<file path="src/design/ssd_pkg.sv">
// Shared widths, defaults, register indexes and controller/datapath command types.
`default_nettype none
package ssd_pkg;

  // fixed field widths
  localparam int JIDX_W    = 5;   // joint_index port width
  localparam int POS_W     = 24;  // signed coordinate width
  localparam int SQ_W      = 2 * POS_W;
  localparam int D2_W      = SQ_W + 2;  // sum of three squares
  localparam int ROOT_W    = D2_W / 2;  // step length width
  localparam int SUM_W     = 25;  // frame step sum
  localparam int CNT_W     = 5;   // joints counted
  localparam int MEAN_W    = 20;
  localparam int PERIOD_W  = 8;
  localparam int CFG_W     = 20;
  localparam int CFG_IDX_W = 2;

  localparam logic [CNT_W-1:0] CNT_MAX = '1;

  // parameter defaults
  localparam int JOINTS_DEF = 25;
  localparam int WINDOW_DEF = 8;

  // register indexes
  localparam logic [CFG_IDX_W-1:0] CFG_JOINT_SPEED_LIMIT = 2'd0;
  localparam logic [CFG_IDX_W-1:0] CFG_STILL_LIMIT       = 2'd1;
  localparam logic [CFG_IDX_W-1:0] CFG_STANDBY_PERIOD    = 2'd2;

  // register reset values
  localparam logic [CFG_W-1:0]    JOINT_SPEED_LIMIT_RST = 20'd10000;
  localparam logic [CFG_W-1:0]    STILL_LIMIT_RST       = 20'd1500;
  localparam logic [PERIOD_W-1:0] STANDBY_PERIOD_RST    = 8'd5;

  // axis select codes
  localparam logic [1:0] AXIS_X = 2'd0;
  localparam logic [1:0] AXIS_Y = 2'd1;
  localparam logic [1:0] AXIS_Z = 2'd2;

  typedef struct packed {
    logic       load_in;        // latch input word, read stored position
    logic [1:0] axis;
    logic       diff;           // register |cur - prev| for axis
    logic       mul;            // square it
    logic       acc;            // add into squared distance
    logic       sqrt_start;
    logic       pos_write;
    logic       step_update;    // sum and count the step
    logic       div_step_start; // step_sum / count
    logic       hold_update;
    logic       win_read;
    logic       win_update;
    logic       win_mean;       // register window sum / WINDOW
    logic       finish;         // load output word, standby, clear frame
  } dp_cmd_t;

  typedef struct packed {
    logic in_range;
    logic last;
    logic count_zero;
    logic sqrt_busy;
    logic div_busy;
  } dp_st_t;

endpackage
`default_nettype wire

</file>
<file path="src/design/ssd_sqrt.sv">
// Iterative integer square root, one result bit per cycle, rounded down.
`default_nettype none
module ssd_sqrt
  import ssd_pkg::*;
(
  input  wire logic              clk,
  input  wire logic              rst,
  input  wire logic              start,
  input  wire logic [D2_W-1:0]   radicand,
  output logic                   busy,
  output logic [ROOT_W-1:0]      root
);

  localparam int ITER_W = $clog2(ROOT_W + 1);

  logic [D2_W-1:0]   rad;
  logic [ROOT_W+1:0] rem;
  logic [ITER_W-1:0] iter;

  logic [ROOT_W+3:0] shifted;
  logic [ROOT_W+3:0] trial;
  logic [ROOT_W+3:0] sub;
  logic              ge;

  assign shifted = {rem, rad[D2_W-1:D2_W-2]};
  assign trial   = {2'b00, root, 2'b01};
  assign sub     = shifted - trial;
  assign ge      = shifted >= trial;

  always_ff @(posedge clk) begin
    if (rst) begin
      busy <= 1'b0;
      iter <= '0;
    end else if (start) begin
      busy <= 1'b1;
      iter <= ITER_W'(ROOT_W);
    end else if (busy) begin
      iter <= iter - 1'b1;
      if (iter == ITER_W'(1)) busy <= 1'b0;
    end
  end

  always_ff @(posedge clk) begin
    if (start) begin
      rad  <= radicand;
      rem  <= '0;
      root <= '0;
    end else if (busy) begin
      rad  <= {rad[D2_W-3:0], 2'b00};
      rem  <= ge ? sub[ROOT_W+1:0] : shifted[ROOT_W+1:0];
      root <= {root[ROOT_W-2:0], ge};
    end
  end

endmodule
`default_nettype wire

</file>
<file path="src/design/ssd_div.sv">
// Restoring divider, one quotient bit per cycle.
`default_nettype none
module ssd_div
  import ssd_pkg::*;
#(
  parameter int N = SUM_W,
  parameter int D = CNT_W
) (
  input  wire logic         clk,
  input  wire logic         rst,
  input  wire logic         start,
  input  wire logic [N-1:0] dividend,
  input  wire logic [D-1:0] divisor,
  output logic              busy,
  output logic [N-1:0]      quotient
);

  localparam int ITER_W = $clog2(N + 1);

  logic [D-1:0]      rem;
  logic [D-1:0]      divr;
  logic [ITER_W-1:0] iter;

  logic [D:0] trial;
  logic [D:0] sub;
  logic       ge;

  assign trial = {rem, quotient[N-1]};
  assign sub   = trial - {1'b0, divr};
  assign ge    = trial >= {1'b0, divr};

  always_ff @(posedge clk) begin
    if (rst) begin
      busy <= 1'b0;
      iter <= '0;
    end else if (start) begin
      busy <= 1'b1;
      iter <= ITER_W'(N);
    end else if (busy) begin
      iter <= iter - 1'b1;
      if (iter == ITER_W'(1)) busy <= 1'b0;
    end
  end

  always_ff @(posedge clk) begin
    if (start) begin
      quotient <= dividend;
      divr     <= divisor;
      rem      <= '0;
    end else if (busy) begin
      rem      <= ge ? sub[D-1:0] : trial[D-1:0];
      quotient <= {quotient[N-2:0], ge};
    end
  end

endmodule
`default_nettype wire

</file>
<file path="src/design/ssd_datapath.sv">
// Datapath: config registers, position store, distance, frame sums, mean window, standby, output word.
`default_nettype none
module ssd_datapath
  import ssd_pkg::*;
#(
  parameter int JOINTS = JOINTS_DEF,
  parameter int WINDOW = WINDOW_DEF
) (
  input  wire logic                  clk,
  input  wire logic                  rst,
  input  wire dp_cmd_t               cmd,
  output dp_st_t                     st,
  input  wire logic [JIDX_W-1:0]     joint_index,
  input  wire logic signed [POS_W-1:0] pos_x,
  input  wire logic signed [POS_W-1:0] pos_y,
  input  wire logic signed [POS_W-1:0] pos_z,
  input  wire logic                  last_joint,
  input  wire logic                  cfg_wr_en,
  input  wire logic [CFG_IDX_W-1:0]  cfg_index,
  input  wire logic [CFG_W-1:0]      cfg_data,
  output logic [MEAN_W-1:0]          frame_mean,
  output logic [MEAN_W-1:0]          window_mean,
  output logic [CNT_W-1:0]           joints_counted,
  output logic                       still,
  output logic                       capture_trigger
);

  localparam int JA_W   = (JOINTS > 1) ? $clog2(JOINTS) : 1;
  localparam int WA_W   = (WINDOW > 1) ? $clog2(WINDOW) : 1;
  localparam int WSH    = $clog2(WINDOW);
  localparam int WSUM_W = MEAN_W + WSH;
  localparam int RCP_SH = WSUM_W + WSH;
  localparam int RCP_W  = WSUM_W + 1;
  localparam longint unsigned RCP =
    ((64'd1 << RCP_SH) + 64'(WINDOW) - 64'd1) / 64'(WINDOW);
  localparam int PW3    = 3 * POS_W;

  // configuration
  logic [CFG_W-1:0]    joint_speed_limit;
  logic [CFG_W-1:0]    still_limit;
  logic [PERIOD_W-1:0] standby_period;

  always_ff @(posedge clk) begin
    if (rst) begin
      joint_speed_limit <= JOINT_SPEED_LIMIT_RST;
      still_limit       <= STILL_LIMIT_RST;
      standby_period    <= STANDBY_PERIOD_RST;
    end else if (cfg_wr_en) begin
      unique case (cfg_index)
        CFG_JOINT_SPEED_LIMIT: joint_speed_limit <= cfg_data;
        CFG_STILL_LIMIT:       still_limit       <= cfg_data;
        CFG_STANDBY_PERIOD:    standby_period    <= cfg_data[PERIOD_W-1:0];
        default: ;
      endcase
    end
  end

  // latched input word
  logic [JIDX_W-1:0]       j_r;
  logic signed [POS_W-1:0] x_r, y_r, z_r;
  logic                    last_r;
  logic                    port_in_range;

  assign port_in_range = {1'b0, joint_index} < (JIDX_W + 1)'(JOINTS);

  always_ff @(posedge clk) begin
    if (cmd.load_in) begin
      j_r    <= joint_index;
      x_r    <= pos_x;
      y_r    <= pos_y;
      z_r    <= pos_z;
      last_r <= last_joint;
    end
  end

  // previous position store, entries read as zero until first written
  logic [PW3-1:0] pos_mem [JOINTS];
  logic [JOINTS-1:0] pos_vld;
  logic [PW3-1:0] pos_rd;
  logic           pos_rd_vld;
  logic [PW3-1:0] prev;

  always_ff @(posedge clk) begin
    if (cmd.pos_write) pos_mem[j_r[JA_W-1:0]] <= {x_r, y_r, z_r};
    if (cmd.load_in && port_in_range) pos_rd <= pos_mem[joint_index[JA_W-1:0]];
  end

  always_ff @(posedge clk) begin
    if (rst) begin
      pos_vld    <= '0;
      pos_rd_vld <= 1'b0;
    end else begin
      if (cmd.pos_write) pos_vld[j_r[JA_W-1:0]] <= 1'b1;
      if (cmd.load_in)
        pos_rd_vld <= port_in_range && pos_vld[joint_index[JA_W-1:0]];
    end
  end

  assign prev = pos_rd_vld ? pos_rd : '0;

  // squared distance, one axis at a time through one multiplier
  logic signed [POS_W-1:0] cur_c, prv_c;
  logic signed [POS_W:0]   dlt;
  logic [POS_W:0]          neg;
  logic [POS_W-1:0]        mag_c;
  logic [POS_W-1:0]        mag_r;
  logic [SQ_W-1:0]         prod_r;
  logic [D2_W-1:0]         d2_r;

  always_comb begin
    unique case (cmd.axis)
      AXIS_X:  begin cur_c = x_r; prv_c = prev[PW3-1:2*POS_W];     end
      AXIS_Y:  begin cur_c = y_r; prv_c = prev[2*POS_W-1:POS_W];   end
      default: begin cur_c = z_r; prv_c = prev[POS_W-1:0];         end
    endcase
  end

  assign dlt   = {cur_c[POS_W-1], cur_c} - {prv_c[POS_W-1], prv_c};
  assign neg   = -dlt;
  assign mag_c = dlt[POS_W] ? neg[POS_W-1:0] : dlt[POS_W-1:0];

  always_ff @(posedge clk) begin
    if (cmd.diff) mag_r <= mag_c;
    if (cmd.mul)  prod_r <= mag_r * mag_r;
    if (cmd.load_in)  d2_r <= '0;
    else if (cmd.acc) d2_r <= d2_r + {2'b00, prod_r};
  end

  logic              sqrt_busy;
  logic [ROOT_W-1:0] step;

  ssd_sqrt u_sqrt (
    .clk      (clk),
    .rst      (rst),
    .start    (cmd.sqrt_start),
    .radicand (d2_r),
    .busy     (sqrt_busy),
    .root     (step)
  );

  // frame mean divider
  logic             div_busy;
  logic [SUM_W-1:0] div_q;

  logic [SUM_W-1:0]  step_sum;
  logic [CNT_W-1:0]  count_below;
  logic [MEAN_W-1:0] held_mean;
  logic [WSUM_W-1:0] wsum;

  ssd_div #(
    .N (SUM_W),
    .D (CNT_W)
  ) u_div (
    .clk      (clk),
    .rst      (rst),
    .start    (cmd.div_step_start),
    .dividend (step_sum),
    .divisor  (count_below),
    .busy     (div_busy),
    .quotient (div_q)
  );

  // mean window; a running sum saves walking the entries
  logic [MEAN_W-1:0] win_mem [WINDOW];
  logic [WINDOW-1:0] win_vld;
  logic [MEAN_W-1:0] win_rd;
  logic              win_rd_vld;
  logic [WA_W-1:0]   window_slot;
  logic [MEAN_W-1:0] old_mean;
  logic [WSUM_W:0]   wsum_next;

  always_ff @(posedge clk) begin
    if (cmd.win_update) win_mem[window_slot] <= held_mean;
    if (cmd.win_read)   win_rd <= win_mem[window_slot];
  end

  assign old_mean  = win_rd_vld ? win_rd : '0;
  assign wsum_next = {1'b0, wsum} + (WSUM_W + 1)'(held_mean) - (WSUM_W + 1)'(old_mean);

  // window sum / WINDOW by reciprocal multiply, exact for any sum the window holds
  logic [WSUM_W+RCP_W-1:0] wprod;
  logic [MEAN_W-1:0]       wmean;

  assign wprod = wsum * RCP_W'(RCP);

  always_ff @(posedge clk) begin
    if (cmd.win_mean) wmean <= wprod[RCP_SH +: MEAN_W];
  end

  // frame end decisions
  logic                still_c;
  logic [PERIOD_W-1:0] standby_count;
  logic [PERIOD_W-1:0] sb_inc;

  assign still_c = (wmean != '0) && (wmean <= still_limit);
  assign sb_inc  = standby_count + 1'b1;

  always_ff @(posedge clk) begin
    if (rst) begin
      step_sum      <= '0;
      count_below   <= '0;
      held_mean     <= '0;
      wsum          <= '0;
      win_vld       <= '0;
      win_rd_vld    <= 1'b0;
      window_slot   <= '0;
      standby_count <= '0;
    end else begin
      if (cmd.step_update && (step < ROOT_W'(joint_speed_limit)) &&
          (count_below != CNT_MAX)) begin
        step_sum    <= step_sum + SUM_W'(step);
        count_below <= count_below + 1'b1;
      end
      if (cmd.hold_update && (count_below != '0)) held_mean <= div_q[MEAN_W-1:0];
      if (cmd.win_read) win_rd_vld <= win_vld[window_slot];
      if (cmd.win_update) begin
        wsum                 <= wsum_next[WSUM_W-1:0];
        win_vld[window_slot] <= 1'b1;
        if (window_slot == WA_W'(WINDOW - 1)) window_slot <= '0;
        else                                  window_slot <= window_slot + 1'b1;
      end
      if (cmd.finish) begin
        step_sum    <= '0;
        count_below <= '0;
        if (still_c) standby_count <= (sb_inc >= standby_period) ? '0 : sb_inc;
      end
    end
  end

  // output word
  always_ff @(posedge clk) begin
    if (cmd.finish) begin
      frame_mean      <= held_mean;
      window_mean     <= wmean;
      joints_counted  <= count_below;
      still           <= still_c;
      capture_trigger <= still_c && (standby_count == '0);
    end
  end

  assign st.in_range   = {1'b0, j_r} < (JIDX_W + 1)'(JOINTS);
  assign st.last       = last_r;
  assign st.count_zero = count_below == '0;
  assign st.sqrt_busy  = sqrt_busy;
  assign st.div_busy   = div_busy;

endmodule
`default_nettype wire

</file>
<file path="src/design/ssd_ctrl.sv">
// Controller: sequences one joint word and the frame close, owns the handshakes.
`default_nettype none
module ssd_ctrl
  import ssd_pkg::*;
(
  input  wire logic   clk,
  input  wire logic   rst,
  input  wire logic   in_valid,
  output logic        in_ready,
  output logic        out_valid,
  input  wire logic   out_ready,
  input  wire dp_st_t st,
  output dp_cmd_t     cmd
);

  localparam logic [3:0] S_IDLE   = 4'd0;
  localparam logic [3:0] S_DIFF   = 4'd1;
  localparam logic [3:0] S_MUL    = 4'd2;
  localparam logic [3:0] S_ACC    = 4'd3;
  localparam logic [3:0] S_SQST   = 4'd4;
  localparam logic [3:0] S_SQRT   = 4'd5;
  localparam logic [3:0] S_STEP   = 4'd6;
  localparam logic [3:0] S_FSTART = 4'd7;
  localparam logic [3:0] S_FDIV   = 4'd8;
  localparam logic [3:0] S_WRD    = 4'd9;
  localparam logic [3:0] S_WUPD   = 4'd10;
  localparam logic [3:0] S_WST    = 4'd11;
  localparam logic [3:0] S_FIN    = 4'd12;

  logic [3:0] state, state_next;
  logic [1:0] axis, axis_next;
  logic       out_valid_next;

  assign in_ready = state == S_IDLE;

  always_comb begin
    state_next = state;
    axis_next  = axis;
    cmd        = '0;
    cmd.axis   = axis;
    unique case (state)
      S_IDLE: begin
        if (in_valid) begin
          cmd.load_in = 1'b1;
          axis_next   = AXIS_X;
          state_next  = S_DIFF;
        end
      end
      S_DIFF: begin
        if (!st.in_range) begin
          state_next = st.last ? S_FSTART : S_IDLE;
        end else begin
          cmd.diff   = 1'b1;
          state_next = S_MUL;
        end
      end
      S_MUL: begin
        cmd.mul    = 1'b1;
        state_next = S_ACC;
      end
      S_ACC: begin
        cmd.acc = 1'b1;
        if (axis == AXIS_Z) begin
          state_next = S_SQST;
        end else begin
          axis_next  = axis + 1'b1;
          state_next = S_DIFF;
        end
      end
      S_SQST: begin
        cmd.sqrt_start = 1'b1;
        cmd.pos_write  = 1'b1;
        state_next     = S_SQRT;
      end
      S_SQRT: begin
        if (!st.sqrt_busy) state_next = S_STEP;
      end
      S_STEP: begin
        cmd.step_update = 1'b1;
        state_next      = st.last ? S_FSTART : S_IDLE;
      end
      S_FSTART: begin
        if (st.count_zero) begin
          state_next = S_WRD;
        end else begin
          cmd.div_step_start = 1'b1;
          state_next         = S_FDIV;
        end
      end
      S_FDIV: begin
        if (!st.div_busy) state_next = S_WRD;
      end
      S_WRD: begin
        cmd.hold_update = 1'b1;
        cmd.win_read    = 1'b1;
        state_next      = S_WUPD;
      end
      S_WUPD: begin
        cmd.win_update = 1'b1;
        state_next     = S_WST;
      end
      S_WST: begin
        cmd.win_mean = 1'b1;
        state_next   = S_FIN;
      end
      S_FIN: begin
        // hold here while the previous result word is still waiting
        if (!out_valid || out_ready) begin
          cmd.finish = 1'b1;
          state_next = S_IDLE;
        end
      end
      default: state_next = S_IDLE;
    endcase
  end

  assign out_valid_next = cmd.finish ? 1'b1 : (out_ready ? 1'b0 : out_valid);

  always_ff @(posedge clk) begin
    if (rst) begin
      state     <= S_IDLE;
      axis      <= AXIS_X;
      out_valid <= 1'b0;
    end else begin
      state     <= state_next;
      axis      <= axis_next;
      out_valid <= out_valid_next;
    end
  end

endmodule
`default_nettype wire

</file>
<file path="src/design/skeleton_stillness_detector_core.sv">
// Top level: skeleton stillness detector, controller plus datapath.
//
// One input word is one joint position; a result word leaves only on a word
// marked last_joint. A joint in range runs, between acceptance and the return
// of in_ready, three abs-difference/multiply/accumulate passes through one
// 24x24 multiplier, then the 25-step bit-serial square root. An out-of-range
// joint skips that work. A frame-closing word adds the 25-step bit-serial
// frame mean divide when a joint was counted and skips it when none was; the
// window mean is a single reciprocal multiply. The result sits in an output
// register so the next joint is taken while it waits; only a second frame
// close stalls on it. Stored positions and window entries read as zero until
// written (valid bits), so no clearing pass runs.
`default_nettype none
module skeleton_stillness_detector_core
  import ssd_pkg::*;
#(
  parameter int JOINTS = JOINTS_DEF,
  parameter int WINDOW = WINDOW_DEF
) (
  input  wire logic                    clk,
  input  wire logic                    rst,
  input  wire logic                    in_valid,
  output logic                         in_ready,
  input  wire logic [JIDX_W-1:0]       joint_index,
  input  wire logic signed [POS_W-1:0] pos_x,
  input  wire logic signed [POS_W-1:0] pos_y,
  input  wire logic signed [POS_W-1:0] pos_z,
  input  wire logic                    last_joint,
  output logic                         out_valid,
  input  wire logic                    out_ready,
  output logic [MEAN_W-1:0]            frame_mean,
  output logic [MEAN_W-1:0]            window_mean,
  output logic [CNT_W-1:0]             joints_counted,
  output logic                         still,
  output logic                         capture_trigger,
  input  wire logic                    cfg_wr_en,
  input  wire logic [CFG_IDX_W-1:0]    cfg_index,
  input  wire logic [CFG_W-1:0]        cfg_data
);

  dp_cmd_t cmd;
  dp_st_t  st;

  ssd_ctrl u_ctrl (
    .clk       (clk),
    .rst       (rst),
    .in_valid  (in_valid),
    .in_ready  (in_ready),
    .out_valid (out_valid),
    .out_ready (out_ready),
    .st        (st),
    .cmd       (cmd)
  );

  ssd_datapath #(
    .JOINTS (JOINTS),
    .WINDOW (WINDOW)
  ) u_dp (
    .clk             (clk),
    .rst             (rst),
    .cmd             (cmd),
    .st              (st),
    .joint_index     (joint_index),
    .pos_x           (pos_x),
    .pos_y           (pos_y),
    .pos_z           (pos_z),
    .last_joint      (last_joint),
    .cfg_wr_en       (cfg_wr_en),
    .cfg_index       (cfg_index),
    .cfg_data        (cfg_data),
    .frame_mean      (frame_mean),
    .window_mean     (window_mean),
    .joints_counted  (joints_counted),
    .still           (still),
    .capture_trigger (capture_trigger)
  );

  // a new word is never accepted while an iterative unit is still running
  a_accept_units_idle: assert property (@(posedge clk) disable iff (rst)
    in_valid && in_ready |-> !st.sqrt_busy && !st.div_busy)
    else $error("word accepted while sqrt or divider busy");

  a_trigger_needs_still: assert property (@(posedge clk) disable iff (rst)
    out_valid && capture_trigger |-> still)
    else $error("capture trigger without still");

  a_still_nonzero: assert property (@(posedge clk) disable iff (rst)
    out_valid && still |-> window_mean != '0)
    else $error("still flagged with zero window mean");

  // the frame close only loads the output word when the slot is free
  a_finish_slot_free: assert property (@(posedge clk) disable iff (rst)
    cmd.finish |-> !out_valid || out_ready)
    else $error("result word overwritten before it was taken");

endmodule
`default_nettype wire
</file>
<file path="config.mk">
export PLATFORM = sky130hd
export DESIGN_NAME = skeleton_stillness_detector_core
export DESIGN_NICKNAME = d
export VERILOG_FILES = /design/src/design/ssd_pkg.sv /design/src/design/ssd_sqrt.sv /design/src/design/ssd_div.sv /design/src/design/ssd_datapath.sv /design/src/design/ssd_ctrl.sv /design/src/design/skeleton_stillness_detector_core.sv
export SDC_FILE = /design/constraint.sdc
export NUM_CORES = 2
export LEC_CHECK = 0
export BUFFER_PORTS_ARGS = -buffer_cell sky130_fd_sc_hd__buf_2
export CAP_MARGIN = 0
export CORE_MARGIN = 4
export CORE_UTILIZATION = 68
export CTS_BUF_LIST = sky130_fd_sc_hd__clkbuf_4 sky130_fd_sc_hd__clkbuf_8 sky130_fd_sc_hd__clkbuf_16
export DETAILED_ROUTE_END_ITERATION = 12
export PLACE_DENSITY = 0.86
export SYNTH_ARGS = -nofsm -noshare
export SYNTH_HDL_FRONTEND = slang
export SYNTH_SLANG_ARGS = --single-unit
export TNS_END_PERCENT = 50
</file>
<file path="constraint.sdc">
create_clock -name clk -period 10.8 [get_ports clk]
set_input_delay 1.08 -clock clk [delete_from_list [all_inputs] [get_ports clk]]
set_output_delay 1.08 -clock clk [all_outputs]
set_load 0.05 [all_outputs]
</file>
# Word level (Yosys, flattened, before mapping)
# Memory sizes are Yosys's and may differ from the RTL's. A register that Yosys moved wholly into a read port is not among the register bits.
# Index checks and enable logic that the tools add are counted.
# word_totals
reg_bits,590
latchBits,0
mem_bits_rw,1960
romBits,0
inputBits,105
output_inout_bits,49
word_cells,193
mem_count,2
# mem_list
memory,words,width,rd,rd_clocked_by_memory_dff,wr,line,source
u_dp.pos_mem,25,72,1,1,1,ssd_datapath.sv:77,logic [PW3-1:0] pos_mem [JOINTS];
u_dp.win_mem,8,20,1,1,1,ssd_datapath.sv:164,logic [MEAN_W-1:0] win_mem [WINDOW];
# classes
addsub,14
multipliers,1
n_div,0
magnitude_cmp,12
eq_ne,25
shifts,0
mux,64
bitwise,2
n_reduce_logical,31
# ops
cell,n
50-bit two-way mux,2
24-bit case mux with 2 select lines,2
72-bit two-way mux,1
4-bit case mux with 13 select lines,1
50-bit by 48-bit adder with 50-bit output,1
25-bit two-way mux,2
24-bit by 24-bit multiplier with 48-bit output,1
1-bit two-way mux,30
29-bit by 27-bit >= comparator with 1-bit output,1
27-bit two-way mux,1
27-bit subtractor,1
25-bit adder,1
25-bit by 20-bit < comparator with 1-bit output,1
5-bit two-way mux,5
25-bit OR,1
24-bit by 24-bit subtractor with 25-bit output,1
24-bit two-way mux,1
24-bit negation,1
23-bit by 20-bit adder with 23-bit output,1
23-bit by 20-bit subtractor with 23-bit output,1
"4-bit equality test, second input constant",5
20-bit less-or-equal comparator,1
20-bit two-way mux,1
4-bit two-way mux,5
other kinds (46),81

# Logic depth before layout (Yosys ltp)
# logic_depth
ltp_word,5
mapped_depth,29

# Cells and area by module
# Synthesis repeated with hierarchy kept, for this count alone.
# hier_totals
hier_cells,8425
area_unflattened_um2,125958.3
# modules_own_cells
module,instances,cells_per_inst,area_each_um2
ssd_datapath,1,7601,117401.3
ssd_sqrt,1,598,6049.6
ssd_div,1,142,1906.8
ssd_ctrl,1,84,600.6

# Worst setup path after synthesis
# OpenSTA, ideal clock, no wires.
# synth_timing
kind,register to register
from,reg u_ctrl.state[2]
to,mem u_dp.pos_mem[16][0] (netlist name) (enable)
setup_time_ns,0.608
arrival_time_ns,6.746
setup_slack_ns,3.446
stages_incl_launch_ff,8
n_path_buf,2
path_cell_list,dfxtp_1 clkbuf_1 inv_1 nor2_1 nand2_1 or3_1 clkbuf_1 nor3b_1
# synth_between
elab_chain_cells,4
# synth_lines
item,line,source
start: declaration,ssd_ctrl.sv:30,"logic [3:0] state, state_next;"
start signal: assignment,ssd_ctrl.sv:125,state <= state_next;
4-bit by 3-bit equality test with 1-bit output,ssd_ctrl.sv:41,unique case (state)
2-bit two-way mux,ssd_ctrl.sv:41,
1-bit two-way mux,ssd_datapath.sv:84,"if (cmd.pos_write) pos_mem[j_r[JA_W-1:0]] <= {x_r, y_r, z_r};"
1-bit two-way mux (implied by the code),ssd_datapath.sv:84,
end: declaration,ssd_datapath.sv:77,
# No other way between the ends.

# Worst setup path after layout
# layout_timing
from,reg u_dp.mag_r[16]
to,"reg u_dp.prod_r[43], data pin"
# layout_between
elab_chain_cells,1
# layout_lines
item,line,source
start: declaration,ssd_datapath.sv:106,logic [POS_W-1:0] mag_r;
start signal: assignment,ssd_datapath.sv:123,if (cmd.diff) mag_r <= mag_c;
24-bit by 24-bit multiplier with 48-bit output,ssd_datapath.sv:124,if (cmd.mul) prod_r <= mag_r * mag_r;
end signal: assignment,ssd_datapath.sv:124,
end: declaration,ssd_datapath.sv:107,logic [SQ_W-1:0] prod_r;
# No other way between the ends.
# A chain may end at the register's enable or synchronous reset.

==> summary.md <==
| Metric | Value |
|---|---|
| Via count | `77300` |
| Simple-gate share of the synthesized area | `0.0641` |
| DRC Markers | `2` |
| Final hold viol count | `0` |
| Detailed Route WL | `343000 µm` |
| Number of global-route vias before repair | `78600` |
| Initial Utilization | `0.687` |
| Final setup fails | `0` |
| Fin crit period | `8.49 ns` |
| Yosys cell types | `85` |
| Initial antenna violation count | `9` |
| # IOs | `154` |
| Synth async-reset ratio | `0` |
| Die height | `436 µm` |
| Die ar. | `0.190 mm²` |
| R2R Setup Slk | `2.31 ns` |
| Fmax | `118 MHz` |
| Setup TNS Final | `0 ns` |
| Drt pass-1 iters | `12` |
| Syn avg cell area | `14.5 µm²` |
| EDFF count, synth | `2348` |
| R2R depth | `23` |
| Seq cells post-synth | `2641` |
| Adder-Cell Fraction of Synth Area | `0.110` |
| Mapped Cells | `8618` |
| Post-Syn Area | `0.125 mm²` |
| Remaining Overflow, GRT | `0` |
| Fill cells | `10200` |
| Nets | `9692` |
| Slew @ Worst Pin | `1.31 ns` |
| Failing checks | `DRC` |
| Clock sink count | `2641` |
| Largest net degree at the start of global routing | `116` |
| Clock transition at the registers of the reported paths | `0.07 ns` |
| Multi-input gate area | `0.0440 mm²` |
| Slew margin rel. | `0.126` |
| Element type at the critical path start | `flip-flop` |
| Sequential share of the synthesized area | `0.613` |
| Outcome | `finished with violations` |
| Via density per instance | `6.82` |
| WHS Path Cells | `1` |
| Layout cell share with drive strength beyond 1 | `0.140` |
| Syn. warnings | `0` |
| Number of buffers inserted by port buffering | `153` |
| Drt first-iter violations | `10900` |
| DP HPWL | `192000 µm` |
| Final GP Congestion | `0.933` |
| Max-cap violations | `0` |
| Most frequent cells in the layout | `2348 x edfxtp_1, 942 x nand2_1, 824 x inv_1` |
| Capturing element type of the critical path | `flip-flop` |
| Synth Flop Type | `edfxtp_1` |
| Mux cell area share after synthesis | `0.0974` |
| WP data required | `11.36 ns` |
| Synth Area in XOR/XNOR | `0.0145` |
| CTS tree | `done` |
| # resized after CTS | `0` |
| Total GRT Usage | `0.361` |
| Critical path class | `flip-flop to flip-flop` |
| Final Skew | `0.149 ns` |
| Largest family of logic cells by synthesized area | `adder cells` |
| Compound-Gate Fraction of Synth Area | `0.0643` |
| Clk Latency, worst-skew pair | `0.96 ns` |
| Arrival time worst endpoint | `9.04 ns` |
| DRT antenna net count | `0` |
| Area delta synth->final | `9.53%` |
| Most common cell after layout, fill and taps aside | `edfxtp_1` |
| Bufs on Longest Clock Path | `3` |
| CP Max Fanout | `21` |
| Cts hold-fix bufs | `0` |
| FF+latch area | `0.0764 mm²` |
| Core Area | `0.182 mm²` |
| Total CTS buffers | `241` |
| RSZ-0062 raised after global routing | `no` |
| Clock root buffer | `clkbuf_16` |
| Period utilization | `0.786` |
| Worst hold path type | `primary input to flip-flop` |
| First-pass GRT wire length | `509000 µm` |
| WL per Instance | `30.2 µm` |
| Total setup buffers inserted after CTS | `0` |
| Final Max Tran Viols | `0` |
| H-tree Lvls | `4` |
| Core Rows | `156` |
| Synth Net Count | `9557` |
| Die width | `436 µm` |
[cell families (layout without fill, tap and decap cells)]
logic type                 count (synthesis)  after routing
DFF                                     2641           2641
and+or+nand+nor                         1782           1782
AOI/OAI and AO/OA                       1254           1254
buffers and inverters                   1213           1560
adders and majority gates                834            834
muxes                                    687            687
xor gates and xnor gates                 207            207
other                                      0              5
[final timing paths]
kind                        from         endpoint
setup / recovery  u_dp.mag_r[16]  u_dp.prod_r[43]
hold / removal          pos_z[4]      u_dp.z_r[4]
setup reg to reg  u_dp.mag_r[16]  u_dp.prod_r[43]
hold reg to reg    u_dp.wsum[19]   u_dp.wmean[16]
[through the flow]
step	util	cells	worst slack (ns)	hold WS, ns	instance area [µm²]
2_1_floorplan	-	8618	3.45	0.408	125000
3_3_place_gp	0.707	10900	2.52	0.418	128000
3_5_place_dp	0.707	10900	2.37	0.432	128000
4_1_cts	0.752	11300	2.35	0.268	137000
5_1_grt	0.752	11300	1.85	0.290	137000
6_report	0.752	11300	2.31	0.315	137000
[layer usage]
| layer | vias to the layer above | track usage | part of all wire |
|---|---|---|---|
| met5 | - | 0 | 0.00010 |
| met4 | 6 | 0.198 | 0.067 |
| met3 | 1398 | 0.0822 | 0.11 |
| met2 | 5933 | 0.580 | 0.48 |
| met1 | 38200 | 0.464 | 0.34 |
| li1 | 31800 | - | - |
[critical path: stages (launching register included)]
cell and delay, ns:
edfxtp_1 1.01, inv_1 0.30, nor2_1 0.25, inv_1 0.08
fa_1 0.49, inv_1 0.06, fa_1 0.48, fa_1 0.56
fa_1 0.44, fa_1 0.46, fa_1 0.50, inv_1 0.05
fa_1 0.47, inv_1 0.04, ha_1 0.40, nand4_1 0.17
nor2_1 0.35, nand2_1 0.11, o31ai_1 0.67, a31oi_1 0.30
o41ai_1 0.62, a211o_1 0.21, a21oi_1 0.07, xnor2_1 0.13
[layout make-up]
class	count	area share
Antenna cell	5	0.0000916
Inverter	826	0.0227
Sequential cell	2641	0.559
Timing Repair Buffer	279	0.0130
Tap cell	2370	0.0217
Multi-Input combinational cell	4764	0.323
Clock buffer	289	0.0476
Clock inverter	166	0.0130
[cell usage after synthesis, drive strengths merged, types with 45 or more instances]
cell type	n	area [µm²]
edfxtp	2348	70500
nand2	943	3540
inv	826	3100
fa	445	8910
a21oi	423	2120
mux4	416	9370
ha	389	4870
clkbuf	320	1200
nor2	310	1160
dfxtp	293	5870
mux2i	222	2220
o21ai	220	1100
xnor2	148	1300
and2	147	920
a22oi	133	998
a21o	92	691
nor2b	73	457
buf	67	258
xor2	59	517
nand3	55	275
nor3	54	270
a211oi	52	390
mux2	49	552
nand4	48	300
o221ai	45	394
[flip-flops by register name (all words and copies together), names as in the netlist, 20 cells and up]
signal	flops
u_dp.d2_r	50
u_dp.win_mem	160
u_dp.u_div.quotient	25
u_dp.u_sqrt.rem	27
u_dp.mag_r	24
u_dp.wsum	23
u_dp.u_sqrt.rad	50
u_dp.pos_rd	72
u_dp.held_mean	20
u_dp.frame_mean	20
u_dp.joint_speed_limit	20
u_dp.y_r	24
u_dp.step_sum	25
u_dp.wmean	20
u_dp.window_mean	20
u_dp.z_r	24
u_dp.prod_r	47
u_dp.still_limit	20
u_dp.u_sqrt.root	25
u_dp.pos_mem	1800
u_dp.win_rd	20
u_dp.x_r	24
u_dp.pos_vld	25
Power is not shown: default switching activity piles up to over one toggle a cycle in this logic, so the estimate is an artifact.
